## config.mk

```make
export PLATFORM = sky130hd
export DESIGN_NAME = yuv422_to_bgr_convert
export DESIGN_NICKNAME = d
export VERILOG_FILES = /design/src/rtl/y2b_pkg.sv /design/src/rtl/y2b_chroma.sv /design/src/rtl/y2b_lane.sv /design/src/rtl/yuv422_to_bgr_convert.sv
export SDC_FILE = /design/constraint.sdc
export NUM_CORES = 1
export LEC_CHECK = 0
export BUFFER_PORTS_ARGS = -buffer_cell sky130_fd_sc_hd__buf_2
export CAP_MARGIN = 20
export CORE_ASPECT_RATIO = 0.7
export CORE_MARGIN = 4
export CORE_UTILIZATION = 38
export DETAILED_ROUTE_END_ITERATION = 10
export PLACE_DENSITY = 0.59
export SYNTH_ARGS = -nofsm -noshare
export SYNTH_HDL_FRONTEND = slang
export SYNTH_SLANG_ARGS = --single-unit
```

## constraint.sdc

```tcl
create_clock -name clk -period 3.4 [get_ports clk]
set_input_delay 0.17 -clock clk [delete_from_list [all_inputs] [get_ports clk]]
set_output_delay 0.17 -clock clk [all_outputs]
set_load 0.01 [all_outputs]
```

## src/rtl/y2b_pkg.sv

```systemverilog
// Shared widths, Q12 coefficients and types for the YUV 4:2:2 to BGR converter.
// No dependencies.
package y2b_pkg;

	localparam int SAMPLE_W = 8;
	localparam int Q_SHIFT  = 12;
	// Chroma product: 8-bit signed offset sample times a 14-bit signed coefficient.
	localparam int TERM_W   = 22;
	// Channel sum in Q12: luma term plus one chroma term, with sign.
	localparam int ACC_W    = 23;

	localparam logic signed [TERM_W-1:0] COEF_RV = 22'sd5614;
	localparam logic signed [TERM_W-1:0] COEF_GV = 22'sd2859;
	localparam logic signed [TERM_W-1:0] COEF_GU = 22'sd1383;
	localparam logic signed [TERM_W-1:0] COEF_BU = 22'sd7096;

	localparam logic [SAMPLE_W-1:0] CHANNEL_MAX = 8'd255;

	// Chroma contributions shared by both pixels of a pair.
	typedef struct packed {
		logic signed [TERM_W-1:0] red;
		logic signed [TERM_W-1:0] green;
		logic signed [TERM_W-1:0] blue;
	} chroma_terms_t;

	// One output pixel, blue in the lowest bits.
	typedef struct packed {
		logic [SAMPLE_W-1:0] red;
		logic [SAMPLE_W-1:0] green;
		logic [SAMPLE_W-1:0] blue;
	} bgr_t;

endpackage

```

## src/rtl/y2b_chroma.sv

```systemverilog
// Shared chroma stage: removes the 128 offset and forms the Q12 chroma terms.
// Depends on y2b_pkg.
module y2b_chroma (
	input  logic                          clk,
	input  logic                          en,
	input  logic [y2b_pkg::SAMPLE_W-1:0]  chroma_blue,
	input  logic [y2b_pkg::SAMPLE_W-1:0]  chroma_red,
	output y2b_pkg::chroma_terms_t        terms_s1
);

	logic signed [y2b_pkg::SAMPLE_W-1:0] du;
	logic signed [y2b_pkg::SAMPLE_W-1:0] dv;
	logic signed [y2b_pkg::TERM_W-1:0]   du_ext;
	logic signed [y2b_pkg::TERM_W-1:0]   dv_ext;
	y2b_pkg::chroma_terms_t              terms;

	// Subtracting 128 from an unsigned byte flips its top bit.
	assign du = {~chroma_blue[y2b_pkg::SAMPLE_W-1], chroma_blue[y2b_pkg::SAMPLE_W-2:0]};
	assign dv = {~chroma_red[y2b_pkg::SAMPLE_W-1], chroma_red[y2b_pkg::SAMPLE_W-2:0]};

	assign du_ext = {{(y2b_pkg::TERM_W-y2b_pkg::SAMPLE_W){du[y2b_pkg::SAMPLE_W-1]}}, du};
	assign dv_ext = {{(y2b_pkg::TERM_W-y2b_pkg::SAMPLE_W){dv[y2b_pkg::SAMPLE_W-1]}}, dv};

	always_comb begin
		terms.red   = dv_ext * y2b_pkg::COEF_RV;
		terms.green = dv_ext * y2b_pkg::COEF_GV + du_ext * y2b_pkg::COEF_GU;
		terms.blue  = du_ext * y2b_pkg::COEF_BU;
	end

	always_ff @(posedge clk) begin
		if (en) begin
			terms_s1 <= terms;
		end
	end

endmodule

```

## src/rtl/y2b_lane.sv

```systemverilog
// One pixel lane: adds the Q12 luma to the shared chroma terms (the green term is subtracted), floors and clamps.
// Depends on y2b_pkg.
module y2b_lane (
	input  logic                          clk,
	input  logic                          en,
	input  logic [y2b_pkg::SAMPLE_W-1:0]  luma,
	input  y2b_pkg::chroma_terms_t        terms,
	output y2b_pkg::bgr_t                 pixel_s2
);

	logic signed [y2b_pkg::ACC_W-1:0] base;
	logic signed [y2b_pkg::ACC_W-1:0] acc_red;
	logic signed [y2b_pkg::ACC_W-1:0] acc_green;
	logic signed [y2b_pkg::ACC_W-1:0] acc_blue;
	y2b_pkg::bgr_t                    pixel;

	function automatic logic [y2b_pkg::SAMPLE_W-1:0] clamp_q12(
		input logic signed [y2b_pkg::ACC_W-1:0] acc
	);
		logic [y2b_pkg::SAMPLE_W-1:0] result;
		if (acc[y2b_pkg::ACC_W-1]) begin
			result = '0;
		end else if (|acc[y2b_pkg::ACC_W-2:y2b_pkg::Q_SHIFT+y2b_pkg::SAMPLE_W]) begin
			result = y2b_pkg::CHANNEL_MAX;
		end else begin
			result = acc[y2b_pkg::Q_SHIFT +: y2b_pkg::SAMPLE_W];
		end
		return result;
	endfunction

	assign base = {{(y2b_pkg::ACC_W-y2b_pkg::SAMPLE_W-y2b_pkg::Q_SHIFT){1'b0}},
		luma, {y2b_pkg::Q_SHIFT{1'b0}}};

	assign acc_red   = base + {{(y2b_pkg::ACC_W-y2b_pkg::TERM_W){terms.red[y2b_pkg::TERM_W-1]}},
		terms.red};
	assign acc_green = base - {{(y2b_pkg::ACC_W-y2b_pkg::TERM_W){terms.green[y2b_pkg::TERM_W-1]}},
		terms.green};
	assign acc_blue  = base + {{(y2b_pkg::ACC_W-y2b_pkg::TERM_W){terms.blue[y2b_pkg::TERM_W-1]}},
		terms.blue};

	always_comb begin
		pixel.red   = clamp_q12(acc_red);
		pixel.green = clamp_q12(acc_green);
		pixel.blue  = clamp_q12(acc_blue);
	end

	always_ff @(posedge clk) begin
		if (en) begin
			pixel_s2 <= pixel;
		end
	end

endmodule

```

## src/rtl/yuv422_to_bgr_convert.sv

```systemverilog
// YUV 4:2:2 pixel pair to BGR converter, top level.
// Depends on y2b_pkg, y2b_chroma and y2b_lane.
//
// Usage:
//   Slave stream s_axis carries one item per horizontal pixel pair: two luma
//   samples and the U and V chroma samples shared by the pair. Master stream
//   m_axis returns one item per pair: the clamped BGR channels of both pixels.
//   Each stream moves an item on a rising edge with tvalid and tready high.
// Pipeline:
//   Stage 1 removes the chroma offset and forms the three Q12 chroma terms
//   once per pair. Stage 2 holds two identical lanes, one per pixel, that add
//   the Q12 luma, floor and clamp to 0..255; the output packs both lanes.
// Flow and throughput:
//   An accepted item is registered in stage 1 and then in stage 2, whose outputs
//   form m_axis. One item is accepted every cycle while m_axis_tready is high; the
//   rate is set by the two-stage pipeline, each stage advancing once per cycle.
// Reset and stall:
//   Reset clears both stage valid flags, so no item is in flight afterwards.
//   When the receiver stalls, the output item holds and the stages fill; once
//   both hold an item, s_axis_tready drops until the receiver takes one.
module yuv422_to_bgr_convert (
	input  logic        clk,
	input  logic        arst_n,
	input  logic        s_axis_tvalid,
	output logic        s_axis_tready,
	// [7:0] luma_first, [15:8] luma_second, [23:16] chroma_blue, [31:24] chroma_red
	input  logic [31:0] s_axis_tdata,
	output logic        m_axis_tvalid,
	input  logic        m_axis_tready,
	// [7:0] blue_first, [15:8] green_first, [23:16] red_first,
	// [31:24] blue_second, [39:32] green_second, [47:40] red_second
	output logic [47:0] m_axis_tdata
);

	logic                         valid_s1;
	logic                         valid_s2;
	logic                         advance_s1;
	logic                         advance_s2;
	logic [y2b_pkg::SAMPLE_W-1:0] luma_first_s1;
	logic [y2b_pkg::SAMPLE_W-1:0] luma_second_s1;
	y2b_pkg::chroma_terms_t       terms_s1;
	y2b_pkg::bgr_t                pixel_first_s2;
	y2b_pkg::bgr_t                pixel_second_s2;

	// A stage advances when it is empty or its successor makes room.
	assign advance_s2    = !valid_s2 || m_axis_tready;
	assign advance_s1    = !valid_s1 || advance_s2;
	assign s_axis_tready = advance_s1;

	always_ff @(posedge clk or negedge arst_n) begin
		if (!arst_n) begin
			valid_s1 <= 1'b0;
			valid_s2 <= 1'b0;
		end else begin
			if (advance_s1) begin
				valid_s1 <= s_axis_tvalid;
			end
			if (advance_s2) begin
				valid_s2 <= valid_s1;
			end
		end
	end

	// Hold luma beside the chroma terms so both lanes see the same pair.
	always_ff @(posedge clk) begin
		if (advance_s1) begin
			luma_first_s1  <= s_axis_tdata[7:0];
			luma_second_s1 <= s_axis_tdata[15:8];
		end
	end

	y2b_chroma u_chroma (
		.clk         (clk),
		.en          (advance_s1),
		.chroma_blue (s_axis_tdata[23:16]),
		.chroma_red  (s_axis_tdata[31:24]),
		.terms_s1    (terms_s1)
	);

	y2b_lane u_lane_first (
		.clk      (clk),
		.en       (advance_s2),
		.luma     (luma_first_s1),
		.terms    (terms_s1),
		.pixel_s2 (pixel_first_s2)
	);

	y2b_lane u_lane_second (
		.clk      (clk),
		.en       (advance_s2),
		.luma     (luma_second_s1),
		.terms    (terms_s1),
		.pixel_s2 (pixel_second_s2)
	);

	// Merge both lanes into one output item, left pixel in the low half.
	assign m_axis_tvalid = valid_s2;
	assign m_axis_tdata  = {pixel_second_s2.red, pixel_second_s2.green, pixel_second_s2.blue,
		pixel_first_s2.red, pixel_first_s2.green, pixel_first_s2.blue};

endmodule

```

=== After elaboration in Yosys (flattened, before gate mapping) ===
Cells that the tools add are included.

* Add/subtract/negate cells: 7
* $mul: 4
* Div/mod/pow operators: 0
* Magnitude comparators: 0
* Equality and inequality tests: 0
* Shift operators: 0
* Mux-type cells: 6
* Bitwise operators: 2
* Reduce and logical (&&, ||, !) cells: 10

{| class="wikitable"
|+ Operators with widths
! operator !! number
|-
| 21-bit by 22-bit adder with 23-bit output || 4
|-
| 8-bit 2-to-1 mux || 6
|-
| 21-bit by 22-bit subtractor with 23-bit output || 2
|-
| 8-bit by 13-bit multiplier with 21-bit output (second input constant) || 2
|-
| 22-bit adder || 1
|-
| 8-bit by 12-bit multiplier with 20-bit output (second input constant) || 1
|-
| 8-bit by 11-bit multiplier with 19-bit output (second input constant) || 1
|-
| 2-bit OR reduction || 6
|-
| 1-bit zero test || 2
|-
| 1-bit logical OR || 2
|-
| 1-bit NOT || 2
|}

* Register bits: 128
* Latch bits: 0
* Bits in writable memories: 0
* Memory bits (read-only): 0
* Bits of input ports: 36
* Output and inout bits: 50
* Word-level logic and storage cells: 42
* Memories: 0

=== Longest topological paths before layout ===
Gate-level depths: netlist (run 1).

* Depth in word-level cells: 3
* Depth in mapped cells: 25
* Depth with buffers taken out: 25

=== Hierarchy ===
Synthesis (run 1) repeated with hierarchy kept, for this count alone.

* Cell total of the unflattened synthesis: 1345
* Area total of the unflattened synthesis: 14124.8 um^2

{| class="wikitable"
|+ By module, submodules not included
! module !! instances !! cells an instance !! area an instance (um^2) !! sequential area each (um^2)
|-
| y2b_chroma || 1 || 866 || 9242.6 || 1861.8
|-
| y2b_lane || 2 || 228 || 2158.3 || 720.7
|-
| yuv422_to_bgr_convert || 1 || 23 || 565.5 || 530.5
|}

=== Least setup slack after synthesis (run 1) ===
OpenSTA, ideal clock, no wires.

* Path type: input to register
* From: input s_axis_tdata[30]
* To: register u_chroma.terms_s1[42] (netlist name)
* Library setup time: 261 ps
* Arrival: 5238 ps
* Required time: 3139 ps
* Setup slack: -2099 ps
* Stages: 23
* Path buffers: 1
* Path through: inv_1 -> ha_1 -> ha_1 -> inv_1 -> fa_1 -> fa_1 -> inv_1 -> ha_1 -> nor2b_1 -> o21ai_0 -> a21oi_1 -> a2111oi_0 -> o21bai_1 -> a21oi_1 -> xnor2_1 -> ha_1 -> clkbuf_1 -> nand4_1 -> a211o_1 -> a21o_1 -> a21o_1 -> and4_1 -> a311o_1

{| class="wikitable"
|+ RTL lines
! item !! line !! text
|-
| start, declared || yuv422_to_bgr_convert.sv:27 || <nowiki>input logic [31:0] s_axis_tdata,</nowiki>
|}

==> flow_metrics.env, run 1 <==
export IMPL_synthXorXnorAreaFrac=0.0513
export IMPL_post_place_cells=2149
export IMPL_crit_top_cell="fa_1"
export IMPL_nNetsFinal=2125
export IMPL_crit_arrival_ps=5130
export IMPL_synth_edf_count=106
export IMPL_grt_max_degree=61
export IMPL_syn_nets=1734
export IMPL_numCtsBuffers=9
export IMPL_use_met2=0.287
export IMPL_syn_area_per_cell_um2=9.82
export IMPL_synth_simple_gate_area_share=0.0765
export IMPL_area_growth_synth_to_final_pct=35.6
export IMPL_diodes=0
export IMPL_synth_top_family_by_area="adder cells"
export IMPL_wire_per_inst_um=15.5
export IMPL_worstMarginPinSlew_ps=865
export IMPL_fmax_mhz=200
export IMPL_io_buffers=85
export IMPL_ys_flop_type="edfxtp_1"
export IMPL_required_ps=3530
export IMPL_leakage_nw=8.61
export IMPL_busiest_layer="met2"
export IMPL_finalHoldViolCount=0
export IMPL_worst_setup_path_type="input port to flop"
export IMPL_yosys_warnings=0
export IMPL_synth_compound_area_frac=0.173
export IMPL_clock_path_buffers=2
export IMPL_dp_hpwl_um=28600
export IMPL_drc=0
export IMPL_stdcell_area_um2=18000
export IMPL_rows=57
export IMPL_ys_types=67
export IMPL_fin_crit_sh=1.47
export IMPL_clk_pin_slew_ps=90
export IMPL_vias=11000
export IMPL_violations="setup timing"
export IMPL_setup_viol=31
export IMPL_drive_gt1_frac=0.312
export IMPL_critical_path_max_stage_delay_ps=570
export IMPL_dieArea_um2=38100
export IMPL_vias_per_cell=4.93
export IMPL_fin_crit_ps=5000
export IMPL_fin_skew_ps=15.1
export IMPL_finalWorstSetupSlack_ps=-1600
export IMPL_hold_path_class="input port to async pin"
export IMPL_dr_pass1_iters=5
export IMPL_die_h_um=165
export IMPL_nFillCells=3063
export IMPL_dp_slack_ps=-2020
export IMPL_worstPathCellList="buf_8 > clkinvlp_4 > fa_1 > inv_2 > fa_1 > fa_1 > fa_1 > inv_2 > ha_4 > nand4_1 > a211oi_2 > nor3_4 > o41ai_2 > a21oi_1 > xnor2_1 > ha_1 > and2_4 > nand2_1 > a21o_1 > buf_4 > nand2_4 > a311o_1"
export IMPL_grtUsageTotal=0.183
export IMPL_final_cells=2223
export IMPL_start_kind="input port"
export IMPL_slew_headroom=0.423
export IMPL_final_antenna_net_count=0
export IMPL_h_tree_depth=3
export IMPL_gp_congestion=0.904
export IMPL_cts_sinks=108
export IMPL_slowest_stage="fa_1"
export IMPL_io_pins=86
export IMPL_clk_root_buffer_cell="clkbuf_16"
export IMPL_netlist_top_cells_area="edfxtp_1 24%, ha_1 23%, fa_1 15%"
export IMPL_synth_seq_cells=108
export IMPL_start_util=0.385
export IMPL_max_cap_violations=0
export IMPL_synth_area_leader_cell="edfxtp_1"
export IMPL_mappedNetlistArea_um2=13300
export IMPL_ys_seq_area_frac=0.243
export IMPL_synth_fa_ha_area_frac=0.377
export IMPL_yosys_mux_area_fraction=0.000752
export IMPL_grt_pass1_vias=10900
export IMPL_crit_path_end_kind="flop"
export IMPL_syn_instance_count=1355
export IMPL_post_route_util=0.522
export IMPL_status="finished, violations left"
export IMPL_async_flop_share=0.0185
export IMPL_grtUsageMet1=0.268
export IMPL_critPathMaxFanout=4
export IMPL_core_um2=34600
export IMPL_synth_top_cell_area_share=0.239
export IMPL_power_density_nw_per_um2=1030
export IMPL_postPlaceCellArea_um2=16400
export IMPL_use_met3=0.0322
export IMPL_drt_iter0_markers=586
export IMPL_die_x_um=232
export IMPL_ir_drop_mv=0.947
export IMPL_drv_slew=0
export IMPL_grt_pass1_wl_um=55800
export IMPL_grt_setup_unrepaired="true"
export IMPL_antenna_found_initial=1
export IMPL_clk_latency_ps=370
export IMPL_tritoncts="done"
export IMPL_overflow=0
export IMPL_routed_wl_um=34400
==> flip-flops by register name, indices dropped and copies added, names as in the netlist <==
signal,cells
valid_s1,1
u_chroma.terms_s1,42
luma_first_s1,8
u_lane_second.pixel_s2,24
m_axis_tvalid,1
u_lane_first.pixel_s2,24
luma_second_s1,8
==> metal layers <==
layer  vias up  part of all wire
li1       5517                 -
met1      5178              0.50
met2       232              0.44
met3        29             0.053
met4         0             0.014
met5         -                 0
==> cells by family after synthesis <==
group | after synthesis
AOI/OAI and AO/OA | 345
and+or+nand+nor | 205
adders and majority gates | 343
xor gates and xnor gates | 78
muxes | 1
buffers and inverters | 275
DFF | 108
==> layout make-up <==
cell class / instances / area [um^2] / area share
Clock buffer: 10 / 239 / 0.0132
Inverter: 262 / 1000 / 0.0555
Clock inverter: 6 / 76.3 / 0.00423
Timing Repair Buffer: 393 / 2990 / 0.166
Multi-Input combinational cell: 972 / 9920 / 0.550
Sequential cell: 108 / 3230 / 0.179
Tap cell: 472 / 591 / 0.0327
==> report_power, final <==
group          total [mW]  internal (mW)  switching, mW
sequential           2.80           2.50          0.308
combinational        14.7           7.47           7.27
clock                1.13          0.607          0.526
total                18.7           10.6           8.10
==> worst max-delay path, delay by kind of cell <==
kind	cells	cell delay, ps
adder cells (fa/ha/maj)	6	2580
buffers and inverters	5	420
XOR/XNOR	1	210
AO/OA/AOI/OAI	5	1290
AND/OR/NAND/NOR	5	470
==> synth_stat cells (3+ instances only) <==
library cell,instances
inv_1,262
or4_4,3
and2_1,4
nor3_1,20
ha_1,246
a21oi_1,96
o211ai_1,25
o21ai_1,5
and3_1,6
clkbuf_1,11
a22oi_1,10
nand4_1,6
nor2_1,67
or3_1,4
o22ai_1,8
nand3b_1,3
nor2b_1,19
nand2_1,35
xnor2_1,63
o21a_1,31
xor2_1,15
or4_1,4
a221oi_1,3
a31oi_1,7
o31a_1,6
a311oi_1,4
a21o_1,30
a211oi_1,14
o21ai_0,49
o31ai_1,3
edfxtp_1,106
fa_1,97
a21boi_0,10
or2_2,8
nand3_1,9
o21bai_1,8
nand2b_1,14
o41ai_1,4
a211o_1,3
==> worst paths after layout <==
path,startpoint,end,slack [ps],cells after the start
worst max-delay path,s_axis_tdata[22],u_chroma.terms_s1[42]$_DFFE_PP_,-1600,22
worst min-delay path,arst_n,m_axis_tvalid$_DFFE_PN0P_,120,2
worst max register to register,luma_first_s1[1]$_DFFE_PP_,u_lane_first.pixel_s2[20]$_SDFFCE_PP0P_,320,9
worst min register to register,valid_s1$_DFFE_PN0P_,m_axis_tvalid$_DFFE_PN0P_,480,1
max in group asynchronous,arst_n,valid_s1$_DFFE_PN0P_,3190,2
min in group clk,m_axis_tready,m_axis_tvalid$_DFFE_PN0P_,300,3
==> cell usage in the layout (no fill, tap or decap), drive strengths merged, types with 10 or more instances in the layout <==
cell type    netlist  layout
xor2              15      15
nor2              67      67
o21ai             55      55
xnor2             63      63
o21a              31      31
a21oi             96      96
a21o              30      30
a21boi            11      11
ha               246     246
o211ai            25      25
nor2b             19      19
buf                2     375
a211oi            14      14
edfxtp           106     106
a22oi             10      10
nor3              20      20
fa                97      97
nand2             35      35
inv              262     263
dlygate4sd3        0      18
nand2b            14      14
clkbuf            11      10
==> per-stage QoR <==
| step | power [mW] | hold slack [ps] | setup TNS (ps) |
|---|---|---|---|
| final | 18.7 | 117 | -24570 |
| after global routing | 20.3 | 120 | -30160 |
| after CTS | 18.1 | 0.244 | -23270 |
| after detailed placement | 15.3 | -42.3 | -40850 |
| after global placement | 15.1 | -43.7 | -39260 |
| after floorplan | 10.7 | -126 | -19790 |
==> what timing repair did <==
item | 4_1_cts | 5_1_grt
pin swaps | 87 | 42
hold endpoints to repair | 18 | 1
resized for setup | 127 | 56
hold buffers | 17 | 1
setup endpoints to repair | 35 | 37
buffers inserted | 32 | 12
gates cloned | 0 | 0
No activity file was read; power rests on OpenSTA's default activity.
==> run 2, diff against run 1 <==
- SYNTH_HIERARCHICAL: not set -> 1
==> run 2 against run 1 <==
Compared with the run above:
- the run still ends with setup timing left
- power increased by 9.4%
- wire length grew 3.2%
- critical endpoint is now u_chroma/terms_s1[43]$_DFFE_PP_
- die area increased by 0.42%
- largest cell class unchanged
- critical path depth fell by 2
==> flow_metrics.env, run 2 <==
export IMPL_violations="setup timing"
export IMPL_internal_power_mw=11.4
export IMPL_final_antenna_net_count=0
export IMPL_vias=10500
export IMPL_clk_root_buffer_cell="clkbuf_16"
export IMPL_pwr_share_seq=0.144
export IMPL_syn_area_per_cell_um2=10.3
export IMPL_grt_max_degree=50
export IMPL_tritoncts="done"
export IMPL_grtUsageTotal=0.189
export IMPL_wire_per_inst_um=16.8
export IMPL_clk_pin_slew_ps=70
export IMPL_final_common_cell="inv_1"
export IMPL_die_x_um=232
export IMPL_sw_frac_of_total=0.442
export IMPL_stdcell_area_um2=17900
export IMPL_drive_gt1_frac=0.322
export IMPL_fmax_mhz=217
export IMPL_h_tree_depth=3
export IMPL_gp_congestion=0.910
export IMPL_routed_wl_um=35500
export IMPL_postPlaceCellArea_um2=16400
export IMPL_worstMarginPinSlew_ps=956
export IMPL_dr_pass1_iters=5
export IMPL_critical_path_max_stage_delay_ps=560
export IMPL_top_regs="u_chroma/terms_s1 (42), u_lane_first/pixel_s2 (24), u_lane_second/pixel_s2 (24)"
export IMPL_final_cells=2109
export IMPL_post_place_cells=2052
export IMPL_final_cell_mix="229 x inv_1, 198 x buf_4, 185 x ha_1"
export IMPL_setup_tns_ps=-21190
export IMPL_numCtsBuffers=9
export IMPL_grt_setup_unrepaired="true"
export IMPL_largest_reg_flops=42
export IMPL_antenna_found_initial=0
export IMPL_p_comb_frac=0.805
export IMPL_die_h_um=165
export IMPL_required_ps=3510
export IMPL_yosys_warnings=6
export IMPL_syn_nets=1697
export IMPL_start_util=0.386
export IMPL_p_sw_mw=9.02
export IMPL_overflow=0
export IMPL_mappedNetlistArea_um2=13400
export IMPL_power_density_nw_per_um2=1140
export IMPL_start_kind="input port"
export IMPL_cts_sinks=108
export IMPL_core_um2=34700
export IMPL_vias_per_cell=4.96
export IMPL_fin_crit_sh=1.36
export IMPL_finalHoldViolCount=0
export IMPL_diodes=0
export IMPL_slew_headroom=0.362
export IMPL_io_buffers=85
export IMPL_finalWorstSetupSlack_ps=-1210
export IMPL_max_cap_violations=0
export IMPL_rows=57
export IMPL_setup_viol=35
export IMPL_dp_slack_ps=-1730
export IMPL_crit_arrival_ps=4720
export IMPL_grt_pass1_vias=10400
export IMPL_dp_hpwl_um=30000
export IMPL_critPathMaxFanout=4
export IMPL_regMostFlops="u_chroma/terms_s1"
export IMPL_clk_latency_ps=370
export IMPL_worstPathCellList="buf_12 > clkinvlp_4 > ha_4 > inv_4 > fa_2 > fa_1 > inv_2 > fa_2 > inv_2 > fa_2 > fa_1 > inv_2 > ha_4 > nand2_4 > nor4_4 > nor2_1 > a21oi_2 > buf_4 > a221o_1 > nor3_2"
export IMPL_crit_path_end_kind="flop"
export IMPL_fin_crit_ps=4610
export IMPL_area_growth_synth_to_final_pct=33.7
export IMPL_clock_path_buffers=2
export IMPL_ir_drop_mv=0.958
export IMPL_fin_skew_ps=14.0
export IMPL_nFillCells=3173
export IMPL_io_pins=86
export IMPL_status="finished, violations left"
export IMPL_drt_iter0_markers=603
export IMPL_grt_pass1_wl_um=56300
export IMPL_slowest_stage="fa_1"
export IMPL_syn_instance_count=1301
export IMPL_nNetsFinal=2028
export IMPL_holdWs_ps=105
export IMPL_worst_setup_path_type="input port to flop"
export IMPL_drc=0
export IMPL_dieArea_um2=38300
export IMPL_power_frac_clock=0.051
export IMPL_hold_path_class="input port to async pin"
export IMPL_leakage_nw=8.38
export IMPL_drv_slew=0
[run 2: cell count changes in the layout (fill, tap and decap cells not counted), moves of 15 or more]
cell and change:
fa_1 +22, o21a_1 -16, buf_4 -61, xnor2_1 -18
o211ai_1 -17, nor2_1 -15, ha_1 -27
[run 2: layer usage]
metal	wire [um]	share of wire	GRT usage	vias up
met1	18800	0.53	0.296	5051
li1	-	-	-	5158
met4	681	0.019	0.0478	0
met2	14400	0.41	0.269	222
met5	0	0	0	-
met3	1640	0.046	0.0324	36
[run 2: area by class of cell]
cell class	count	area (um^2)	area share
clock buffer	9	225	0.0126
sequential	108	3230	0.181
clock inverter	7	66.3	0.00371
multi-input combinational	922	10200	0.569
tap	472	591	0.0331
inverter	261	1010	0.0566
timing repair buffer	330	2570	0.144
[run 2: worst max-delay path: cells and delay by family]
kind | cells | cell delay [ps]
buf+inv | 7 | 530
fa+ha+maj | 7 | 3110
simple gates | 4 | 520
compound gates | 2 | 400
[run 2: what timing repair did]
| action | CTS | global route |
|---|---|---|
| gates resized for setup | 129 | 53 |
| gates cloned | 0 | 0 |
| hold endpoints to repair | 19 | 0 |
| endpoints found under the setup margin | 37 | 36 |
| hold buffers | 18 | 0 |
| pin swaps | 77 | 74 |
| setup buffers | 25 | 12 |
[run 2: final timing paths]
check,cells after the start,slack [ps],to,start
max reg2reg,8,340,u_lane_first/pixel_s2[16]$_SDFFCE_PP0P_,luma_first_s1[0]$_DFFE_PP_
min reg2reg,1,510,m_axis_tvalid$_DFFE_PN0P_,valid_s1$_DFFE_PN0P_
max in group asynchronous,2,3200,valid_s1$_DFFE_PN0P_,arst_n
min in group clk,3,140,valid_s1$_DFFE_PN0P_,m_axis_tready
min,2,100,m_axis_tvalid$_DFFE_PN0P_,arst_n
max,20,-1210,u_chroma/terms_s1[43]$_DFFE_PP_,s_axis_tdata[30]
[run 2: through the flow]
stage | total power, mW | util
final | 20.4 | 0.515
after global routing | 22.3 | 0.515
after CTS | 20.0 | 0.509
after detailed placement | 17.2 | 0.474
after global placement | 17.0 | 0.474
after floorplan | 12.6 | -
[run 2: power groups by stage]
stage	clock network [mW]	registers [mW]	logic, mW
2_1_floorplan	0	2.97	9.65
3_3_place_gp	0	2.97	14.0
3_5_place_dp	0	2.97	14.2
4_1_cts	1.09	2.95	16.0
5_1_grt	1.14	3.01	18.1
6_report	1.05	2.94	16.4
